File: config.mk
export PLATFORM = sky130hd
export DESIGN_NAME = csmm_ram
export DESIGN_NICKNAME = d
export VERILOG_FILES = /design/src/design/csmm_ram.sv
export SDC_FILE = /design/constraint.sdc
export NUM_CORES = 2
export LEC_CHECK = 0
export BUFFER_PORTS_ARGS = -buffer_cell sky130_fd_sc_hd__buf_2
export CAP_MARGIN = 10
export CORE_ASPECT_RATIO = 0.6
export CORE_MARGIN = 4
export CORE_UTILIZATION = 55
export CTS_CLUSTER_SIZE = 40
export DETAILED_ROUTE_END_ITERATION = 6
export MAX_ROUTING_LAYER = met4
export PLACE_DENSITY = 0.71
export SYNTH_ARGS = -nofsm -noshare
export SYNTH_HDL_FRONTEND = slang
export SYNTH_SLANG_ARGS = --single-unit
File: constraint.sdc
create_clock -name clk -period 10.62 [get_ports clk]
set_input_delay 1.062 -clock clk [delete_from_list [all_inputs] [get_ports clk]]
set_output_delay 1.062 -clock clk [all_outputs]
set_load 0.02 [all_outputs]
File: src/design/csmm_ram.sv
`timescale 1ns / 1ps
// Generic single-write, single-read RAM with a registered read port.
// Stands alone; no package needed.
module csmm_ram #(
  parameter int WIDTH = 32,
  parameter int DEPTH = 64
) (
  input  logic                                 clk,
  input  logic                                 we,
  input  logic [(DEPTH > 1 ? $clog2(DEPTH) : 1)-1:0] waddr,
  input  logic [WIDTH-1:0]                     wdata,
  input  logic                                 re,
  input  logic [(DEPTH > 1 ? $clog2(DEPTH) : 1)-1:0] raddr,
  output logic [WIDTH-1:0]                     rdata
);

  logic [WIDTH-1:0] mem [DEPTH];

  always_ff @(posedge clk) begin
    if (we) begin
      mem[waddr] <= wdata;
    end
    if (re) begin
      rdata <= mem[raddr];
    end
  end

endmodule

# Word level (Yosys, flattened, before mapping)

Memories as Yosys holds them, arrays and structs flattened. A register that Yosys moved wholly into a read port is not among the register bits.
Index checks and enable logic that the tools add are counted.

Mux-type cells: 2

Operator list:

| cell   | count |
|---|---|
| $mux 1 | 2 |

Flip-flop bits (word level): 0
Word-level logic and storage cells: 3
Bits of input ports: 47
RAM bits: 2048
Memories kept: 1
Output and inout port bits: 32

Memory list:

| memory | depth | bits a word | rd ports | clocked after memory_dff | write ports | line | RTL |
|---|---|---|---|---|---|---|---|
| mem    | 64    | 32          | 1        | 1                        | 1           | 17   | `logic [WIDTH-1:0] mem [DEPTH];` |

# Logic depth before layout (Yosys ltp)

Depth in word-level cells: 2
Depth in mapped cells: 10
Gate-level depth less buffers: 5

# Worst setup path before layout

Ideal clock, no wire load.

Kind: in2reg
From: in waddr[3] in the netlist's numbering
To: mem mem[48][0], enable pin
Path buffers: 1
Arrival time: 3761 ps
Setup slack: 6398 ps
Data required time: 10159 ps
Stages: 4
Library setup time: 461 ps
Path through: clkbuf_1 -> nor2b_1 -> nand4b_1 -> nor3_1

RTL lines:

| item        | line | RTL |
|---|---|---|
| from (decl) | 10   | `input logic [(DEPTH > 1 ? $clog2(DEPTH) : 1)-1:0] waddr,` |
| to (decl)   | 17   |  |

No word-level cell before the write port.

==> metrics.yaml <==
critical_path:
  crit_buf_inv: 3
  crit_path_end_kind: "flop"
  path_common_cell: "nor2_1"
  cp.arrival_ns: 4.89
  critPathLaunchType: "primary input"
  required_ns: 11.11
  cp_slowest_cell: "a21oi_1"
  crit_chain: "buf_8, buf_12, buf_4, mux4_2, o22ai_1, nor2_1, a21oi_1, nor2_1"
  crit_fanout: 113
  cp_slowest_stage_delay_ns: 0.83
  crit_type: "primary input to flop"
  cp_top_family: "buffers and inverters"
die:
  die_w_um: 497
  dieArea_um2: 150000
  start_util_pct: 55.4
  core_area_um2: 142000
  fp-row-count: 107
  ioPinCount: 79
  die_y_um: 301
clocking:
  hold_buffers: 0
  clkSinkCount: 2080
  cts_tree: "built"
  cts-htree-levels: 4
  cts_root_buffer: "clkbuf_16"
  max-clock-path-buffers: 3
  cts_resized: 0
  clkTransAtPathRegs_ns: 0.07
  clock_latency_ns: 0.79
  cts_buffers: 172
  post_cts_buffers: 0
timing:
  skew_ns: 0.0189
  slew_headroom_pct: 12.0
  max_freq_ghz: 0.227
  grt_setup_unrepaired: "no"
  finalMaxSlewViolations: 0
  finalCritPeriodShare_pct: 41.4
  setup_violations: 0
  worstMarginPinSlew_ns: 1.32
  finalSetupTns_ns: 0
  period_minus_slack_ns: 4.40
  hold_viol_final: 0
logic_synthesis:
  yosysWarnings: 0
  synth_edf_count: 2080
  synth-seq-cells: 2080
  ys_top_cells_by_count: "edfxtp_1 (2080), mux4_2 (544), nor2_1 (137), mux2i_1 (93), o22ai_1 (84)"
  synth_area_leaders: "edfxtp_1 (79%), mux4_2 (16%), mux2i_1 (1.2%)"
  netlist_area_um2: 78800
  ys_seq_area_share_pct: 79.2
  synth_top_area_share_pct: 79.2
  syn-instance-count: 3324
  avgSynthCellArea_um2: 23.7
  netlist-cell-type-count: 33
  ys_dominant_reg_cell: "edfxtp_1"
  synth_top_area_cell: "edfxtp_1"
  synth.most_common_cell: "edfxtp_1"
  synthesis.nets: 3371
  async_flop_share_pct: 0
global_routing:
  grt_use_met3_pct: 7.23
  gr-usage-met1_pct: 43.7
  grt_max_degree: 114
  first_global_vias: 37100
  use_met2_pct: 38.5
  grt_pass1_wl_um: 286000
  overflow: 0
  top_usage_layer: "met1"
  antenna_found_initial: 21
  grt_usage_pct: 28.3
final_layout:
  final-seq-area_um2: 62500
  area_growth_pct: 11.3
  multiInputGateArea_um2: 16000
  num-fill-cells: 9401
  layout.nets: 3559
  layout-drive-gt1-share_pct: 28.5
route:
  viasPerCell: 6.77
  drtIter0Drc: 6492
  wire_per_inst_um: 36.0
  drc: 0
  vias: 37700
  routed_wirelength_um: 201000
  first_pass_iters: 5
  ant_nets: 0
power:
  p_leak_nw: 27.0
  ir_drop_mv: 0.155
  fin_total_pwr_mw: 16.2
  cellPowerDensity_nw_per_um2: 185
placed_design:
  dp_hpwl_um: 105000
  io_buffers: 78
  gp_congestion: 0.807
run_status:
  status: "finished clean"
hold_path:
  hp-class: "primary input to flop"
flow_run:
  cap_viol_max_count: 0
==> per-layer routing <==
layer | part of all wire, % | vias to the layer above
met5 | 0 | -
met4 | 2.3 | 0
met3 | 14 | 290
met2 | 44 | 2737
met1 | 40 | 20000
li1 | - | 14700
==> layout make-up <==
cell class / count / area share [%]
Multi-Input combinational cell: 1062 / 18.2
Clock inverter: 91 / 0.876
Antenna cell: 8 / 0.0228
Clock buffer: 225 / 5.30
Sequential cell: 2080 / 71.2
Timing Repair Buffer: 196 / 1.66
Tap cell: 1907 / 2.72
==> kinds of logic (layout without fill, tap and decap cells) <==
| logic type | Yosys count | count (layout) | share of synthesized area, % |
|---|---|---|---|
| AOI/OAI and AO/OA | 202 | 202 | 1.67 |
| and+or+nand+nor | 223 | 223 | 1.26 |
| DFF | 2080 | 2080 | 79.2 |
| muxes | 637 | 637 | 16.7 |
| other | 0 | 8 | 0 |
| buffers and inverters | 182 | 512 | 1.12 |
==> flip-flops by register name (all words and copies together) (netlist names) <==
name   count
rdata     32
mem     2048
==> final timing paths <==
path	from	end	slack, ns	cells past startpoint
hold reg to reg	mem[28][17]	rdata[17]	0.87	4
setup reg to reg	mem[34][0]	rdata[0]	7.95	4
hold / removal	wdata[25]	mem[10][25]	0.68	1
setup / recovery	raddr[1]	rdata[19]	6.22	8
==> stage by stage <==
stage / util [%] / instances / hold WS, ns / area, um^2 / worst slack (ns)
floorplan: - / 3324 / 0.750 / 78800 / 6.40
global placement: 57.8 / 5238 / 0.817 / 82100 / 5.59
detailed placement: 57.8 / 5238 / 0.853 / 82100 / 5.60
CTS: 61.6 / 5554 / 0.875 / 87600 / 6.44
global route: 61.7 / 5566 / 0.665 / 87700 / 6.07
finish: 61.7 / 5569 / 0.685 / 87700 / 6.22
==> power breakdown <==
part / internal [mW] / switching, mW / total (mW) / leakage (nW)
Combinational: 0.295 / 0.535 / 0.830 / 5.65
Clock: 3.41 / 2.84 / 6.24 / 2.65
Sequential: 9.10 / 0.0270 / 9.13 / 18.7
==> placed cells by master, fill, tap and decap left out, types with 62 or more instances in the layout <==
cell type  count
edfxtp_1    2080
nor2_4        62
a21oi_1       62
buf_4        107
o22ai_1       84
nor2_1        74
mux2i_1       93
buf_2         74
clkbuf_16    179
mux4_2       544
Power figures use the tool's default switching activity.
