### config.mk
export PLATFORM = sky130hd
export DESIGN_NAME = csmm_mac
export DESIGN_NICKNAME = d
export VERILOG_FILES = /design/src/design/csmm_pkg.sv /design/src/design/csmm_mac.sv
export SDC_FILE = /design/constraint.sdc
export NUM_CORES = 2
export LEC_CHECK = 0
export ABC_AREA = 1
export BUFFER_PORTS_ARGS = -buffer_cell sky130_fd_sc_hd__buf_2
export CORE_MARGIN = 1
export CORE_UTILIZATION = 40
export CTS_BUF_LIST = sky130_fd_sc_hd__clkbuf_2
export DETAILED_ROUTE_END_ITERATION = 8
export PLACE_DENSITY = 0.7
export SKIP_LAST_GASP = 1
export SLEW_MARGIN = 20
export SYNTH_ARGS = -nofsm -noshare
export SYNTH_HDL_FRONTEND = slang
export SYNTH_SLANG_ARGS = --single-unit
### constraint.sdc
create_clock -name clk -period 5.94 [get_ports clk]
set_clock_uncertainty 0.2 [all_clocks]
set_input_delay 0 -clock clk [delete_from_list [all_inputs] [get_ports clk]]
set_output_delay 0 -clock clk [all_outputs]
set_load 0.01 [all_outputs]
### src/design/csmm_pkg.sv
`timescale 1ns / 1ps
// Shared types and constants for the complex square matrix multiply block.
// Used by csmm_mac and the top level; depends on nothing.
package csmm_pkg;

  localparam int MAX_DIM_DEF   = 8;
  localparam int ELEM_BITS_DEF = 16;

  localparam int IDX_BITS  = 3;
  localparam int REG_BITS  = 3;
  localparam int SIZE_BITS = 4;

  localparam logic [REG_BITS-1:0] REG_MATRIX_SIZE = 3'd0;
  localparam logic [REG_BITS-1:0] REG_SWAP        = 3'd1;
  localparam logic [REG_BITS-1:0] REG_ALPHA_RE    = 3'd2;
  localparam logic [REG_BITS-1:0] REG_ALPHA_IM    = 3'd3;
  localparam logic [REG_BITS-1:0] REG_BETA_RE     = 3'd4;
  localparam logic [REG_BITS-1:0] REG_BETA_IM     = 3'd5;

  localparam logic [SIZE_BITS-1:0] SIZE_RESET = 4'd8;

  typedef enum logic [1:0] {
    OP_LOAD_A  = 2'd0,
    OP_LOAD_B  = 2'd1,
    OP_LOAD_C  = 2'd2,
    OP_COMPUTE = 2'd3
  } op_t;

  typedef enum logic [2:0] {
    S_IDLE,
    S_RD,
    S_MUL,
    S_ALPHA,
    S_BETA,
    S_FIN,
    S_EMIT
  } state_t;

  typedef enum logic [1:0] {
    ACC_SR,
    ACC_SI,
    ACC_TR,
    ACC_TI
  } acc_sel_t;

  // One request to the shared multiply-accumulate unit.
  typedef struct packed {
    logic     valid;
    acc_sel_t tgt;
    logic     sub;
    logic     shl;
  } mac_ctl_t;

endpackage

### src/design/csmm_mac.sv
`timescale 1ns / 1ps
// Shared multiplier with a product register and four accumulators.
// Depends on csmm_pkg for the request struct and accumulator codes.
module csmm_mac import csmm_pkg::*; #(
  parameter int ELEM_BITS = ELEM_BITS_DEF,
  parameter int SUM_BITS  = 2 * ELEM_BITS_DEF + 4,
  parameter int TOT_BITS  = 3 * ELEM_BITS_DEF + 5
) (
  input  logic                        clk,
  input  logic                        rst,
  input  logic                        clr,
  input  mac_ctl_t                    ctl,
  input  logic signed [ELEM_BITS-1:0] op_a,
  input  logic signed [SUM_BITS-1:0]  op_b,
  output logic signed [SUM_BITS-1:0]  sr,
  output logic signed [SUM_BITS-1:0]  si,
  output logic signed [TOT_BITS-1:0]  tr,
  output logic signed [TOT_BITS-1:0]  ti
);

  localparam int PROD_BITS = ELEM_BITS + SUM_BITS;
  localparam int FRAC      = ELEM_BITS - 1;

  logic signed [PROD_BITS-1:0] prod;
  mac_ctl_t                    ctl_q;
  logic signed [TOT_BITS-1:0]  term;
  logic signed [SUM_BITS-1:0]  sterm;

  always_ff @(posedge clk) begin
    if (rst) begin
      ctl_q <= '0;
    end else begin
      ctl_q <= ctl;
    end
    prod <= op_a * op_b;
  end

  // Scaled terms such as beta times C are lifted to the alpha product's scale.
  always_comb begin
    term  = ctl_q.shl ? (TOT_BITS'(prod) <<< FRAC) : TOT_BITS'(prod);
    sterm = SUM_BITS'(prod);
  end

  always_ff @(posedge clk) begin
    if (clr) begin
      sr <= '0;
      si <= '0;
      tr <= '0;
      ti <= '0;
    end else if (ctl_q.valid) begin
      case (ctl_q.tgt)
        ACC_SR: sr <= ctl_q.sub ? sr - sterm : sr + sterm;
        ACC_SI: si <= ctl_q.sub ? si - sterm : si + sterm;
        ACC_TR: tr <= ctl_q.sub ? tr - term : tr + term;
        ACC_TI: ti <= ctl_q.sub ? ti - term : ti + term;
        default: ;
      endcase
    end
  end

endmodule

Word-level counts from Yosys, hierarchy flattened. Cells that the tools add are included.

Add/sub/neg operators: 8. Multiply operators: 1. Div/mod/pow operators: 0. Magnitude comparators: 0. Equality and inequality tests: 3. Shifts and indexed selects: 0. Multiplexer cells: 5. Bitwise operators: 0. Reduce and logical (&&, ||, !) cells: 5.

Operator list (count): $mux 53 (3); $add 53x53->53 (2); $sub 53x53->53 (2); $add 36x36->36 (2); $mux 36 (2); $sub 36x36->36 (2); $mul 16x36->52 (1); $reduce_and 2->1 (4); $eq 2x2->1 const B (2); $eq 2x1->1 const B (1); $logic_not 2->1 (1).

Bits in registers: 235. Latch bits: 0. Bits in writable memories: 0. Bits in read-only memories: 0. Word-level logic and storage cells: 31. Memories: 0.

Depth between registers and ports, before layout.
Depth after elaboration: 3. Depth in mapped cells: 30.

Least setup slack after synthesis. OpenSTA, ideal clock, no wires.

Path kind: input port to flip-flop. From: in op_a[4]. To: reg prod[45]. Data arrival time: 5506 ps. Data required time: 5668 ps. Setup slack: 162 ps. Stages: 21. Buffers on the path: 2. Cells stage by stage: clkbuf_1 clkbuf_1 nand2_1 fa_1 inv_1 fa_1 inv_1 fa_1 fa_1 fa_1 fa_1 inv_1 ha_1 nand2_1 nor2_1 inv_1 nor2_1 nand2_1 or2_2 o221ai_1 xor2_1.

Cells in the longest elaborated chain, start to end: 1.

RTL lines: start, declared (RTL line csmm_mac.sv:13) `input logic signed [ELEM_BITS-1:0] op_a,`; $mul 16x36->52 (RTL line csmm_mac.sv:35) `prod <= op_a * op_b;`; end signal, assigned (RTL line csmm_mac.sv:35); end, declared (RTL line csmm_mac.sv:24) `logic signed [PROD_BITS-1:0] prod;`.

No other way between the ends. A chain may end at the register's enable or synchronous reset.

Worst setup path after layout.
From: in op_a[1]. To: reg prod[25].

Same word-level chain as after synthesis.

==> impl_metrics.json <==
{
  "tightestPinTransition_ps": 1100,
  "timing.final.crit_period_ps": 5660,
  "buffer_ports.inserted": 237,
  "timing.rr.end": "tr[23]",
  "crit_top_cell": "fa_1",
  "syn_nets": 7401,
  "die_area_um2": 110000,
  "htree_levels": 3,
  "clk_pin_slew_worst_paths_ps": 110,
  "finalWirelength_um": 153000,
  "ys.warnings.count": 0,
  "fp.coreArea_um2": 107000,
  "initialDrtViolationCount": 3135,
  "synth.top_cells.by_area": "fa_1 (25%), inv_1 (13%), nand2_1 (12%)",
  "worst_hold_path_type": "in2reg",
  "async_flop_share_pct": 0,
  "areaGrowthSynthToFinish_pct": 10.7,
  "global_route.usage.total_pct": 28.0,
  "syn-mean-instance-area_um2": 6.67,
  "fp-row-count": 120,
  "cell_variety_after_synth": 52,
  "grt_max_degree": 85,
  "final_min_period_over_clock_period_pct": 95.2,
  "final_area_um2": 48000,
  "vias": 42509,
  "synth_top_area_share_pct": 25.2,
  "outcome": "finished, final reports clean",
  "setup_viol": 0,
  "rr_startpoint": "ctl_q[0]",
  "top_ports": 238,
  "final_layout_size_suffix_gt1_share_pct": 8.18,
  "post_synth_instance_area_um2": 43300,
  "length_of_the_first_detailed_routing_pass_in_iterations": 6,
  "achievable-frequency_mhz": 177,
  "dp_hpwl_um": 128000,
  "gp_routability_congestion": 1.03,
  "grt_pass1_wl_um": 238000,
  "routed_wire_length_per_instance_um": 18.5,
  "post_route_antenna_net_violation_count": 0,
  "synth_register_bits": 235,
  "synth.largest_area_cell": "fa_1",
  "synth_edf_count": 0,
  "multi_input_area_um2": 32000,
  "maxCapViolations": 0,
  "clockRootBuffer": "clkbuf_2",
  "fillerInstances": 11275,
  "initial_antenna_violation_count": 6,
  "overflow": 0,
  "worstPathArrival_ps": 6450,
  "fin_nets": 7697,
  "starting_utilization_of_the_core_area_pct": 40.4,
  "place.detailed.instances": 8073,
  "reg2reg_depth": 19,
  "clk-insertion-delay-late_ps": 1180,
  "timing.critical_path.slowest_cell_delay_ps": 560,
  "worst-r2r-setup-slack_ps": 700,
  "critPathLaunchType": "input pin",
  "dominantRegCellSynth": "dfxtp_1",
  "timing.hold.worst_endpoint": "prod[10]",
  "cts_made_buffers": 71,
  "yosys.cell_count.top_type": "inv_1",
  "stdcell_count": 8254,
  "final_critical_path_setup_slack_ps": 283,
  "detail_route.drc_violations": 0,
  "cp_data_required_time_ps": 6730,
  "timing.setup.critical_path_class": "in2reg",
  "min-delay-start": "op_b[0]",
  "cp.buffers_inverters": 8,
  "finalHoldViolCount": 0,
  "report.final.slew_viol_count": 0,
  "worst_path_max_delay_cell": "dlygate4sd3_1",
  "postSynthCellCount": 6497,
  "critical_path.max_fanout": 11,
  "post-place-ws_ps": 40.7,
  "fin_hold_ws_ps": 168,
  "synth-seq-area-share_pct": 10.9,
  "max_slew_margin_pct": 26.5,
  "cp-end-kind": "register",
  "crit_family": "adder cells",
  "via_per_inst": 5.15,
  "first_global_vias": 43212,
  "synthTopCellsByCount": "inv_1 (1,553), nand2_1 (1,383), nor2_1 (729)",
  "cell_area_reported_after_detailed_placement_um2": 46700,
  "tritoncts": "done",
  "cts.path.max_buffers": 3,
  "holdPathStages": 10,
  "regArea_um2": 4710,
  "die_h_um": 331,
  "cts.sinks": 235,
  "die_width_um": 331
}
==> per-stage QoR <==
step / util [%] / TNS, ps
finish: 44.7 / 0
global route: 44.7 / -2.85
CTS: 44.7 / 0
detailed placement: 43.6 / 0
global placement: 43.6 / 0
floorplan: - / 0
==> registers in the layout, summed over array words and instances, names as in the netlist <==
signal,count
tr,53
si,36
ctl_q,5
prod,52
ti,53
sr,36
==> worst reg2reg max path, cell delays in order (launching register included) <==
cell	delay (ps)
dfxtp_2	590
inv_2	290
nand2_1	160
ha_1	170
nand3_1	150
nor2_1	150
o21ai_0	160
nor3_2	360
or2_2	200
xor2_1	530
ha_1	410
a21oi_1	260
o21ai_0	240
a21oi_1	270
nand2_1	110
a21oi_1	450
or2_2	200
nand3_1	60
o211ai_1	110
inv_1	50
==> worst max path at each step <==
stage | cells past startpoint | startpoint | to
after floorplan | 21 | op_a[4] | prod[45]
after global placement | 23 | op_a[6] | prod[25]
after detailed placement | 23 | op_a[6] | prod[25]
after CTS | 25 | op_a[1] | prod[25]
after global routing | 27 | op_a[1] | prod[49]
final | 25 | op_a[1] | prod[25]
==> per-layer routing <==
layer	track usage (%)	vias up	wire, µm	part of all wire [%]
met5	0	-	37	0.024
met4	10.4	6	5420	3.5
met3	3.51	303	9700	6.3
met2	48.2	1504	72600	47
met1	35.6	20336	65100	43
li1	-	20360	-	-
==> timing repair <==
action	4_1_cts	5_1_grt
hold buffers	50	0
setup buffers	0	0
endpoints found under the hold margin	140	0
resized for setup	0	5
setup endpoints to repair	0	6
==> cells in the final DEF (no fill, tap or decap), types with 90 or more instances in the layout <==
cell	Yosys	layout
xor2_1	160	160
o21ai_0	342	340
nand3_1	201	200
nand2_1	1383	1383
a21oi_1	317	317
nor2_1	729	728
clkbuf_2	0	90
buf_2	4	236
fa_1	546	546
ha_1	298	298
inv_1	1553	1552
dfxtp_1	235	234
buf_4	2	126
==> logic make-up (layout without fill, tap and decap cells) <==
kind of cell             Yosys count  in the layout  synth area share (%)
AO/OA/AOI/OAI                    947            947                  12.4
AND/OR/NAND/NOR                 2497           2497                  23.2
other                              0              3                     0
buffers and inverters           1759           2110                  15.4
XOR/XNOR                         215            215                  4.34
adder cells (fa/ha/maj)          844            844                  33.8
flip-flops                       235            235                  10.9
==> cell type report <==
type / count / area share [%]
flip-flops and latches: 235 / 9.81
well taps: 1403 / 3.66
repair buffers: 425 / 6.04
clock inverters: 38 / 0.613
multi-input cells: 4503 / 66.7
clock buffers: 90 / 0.939
inverters: 1557 / 12.2
diodes: 3 / 0.0157
Power is left out: the tool's default activity adds up to more than one toggle a clock period on the data nets, which glitch-free logic cannot reach.
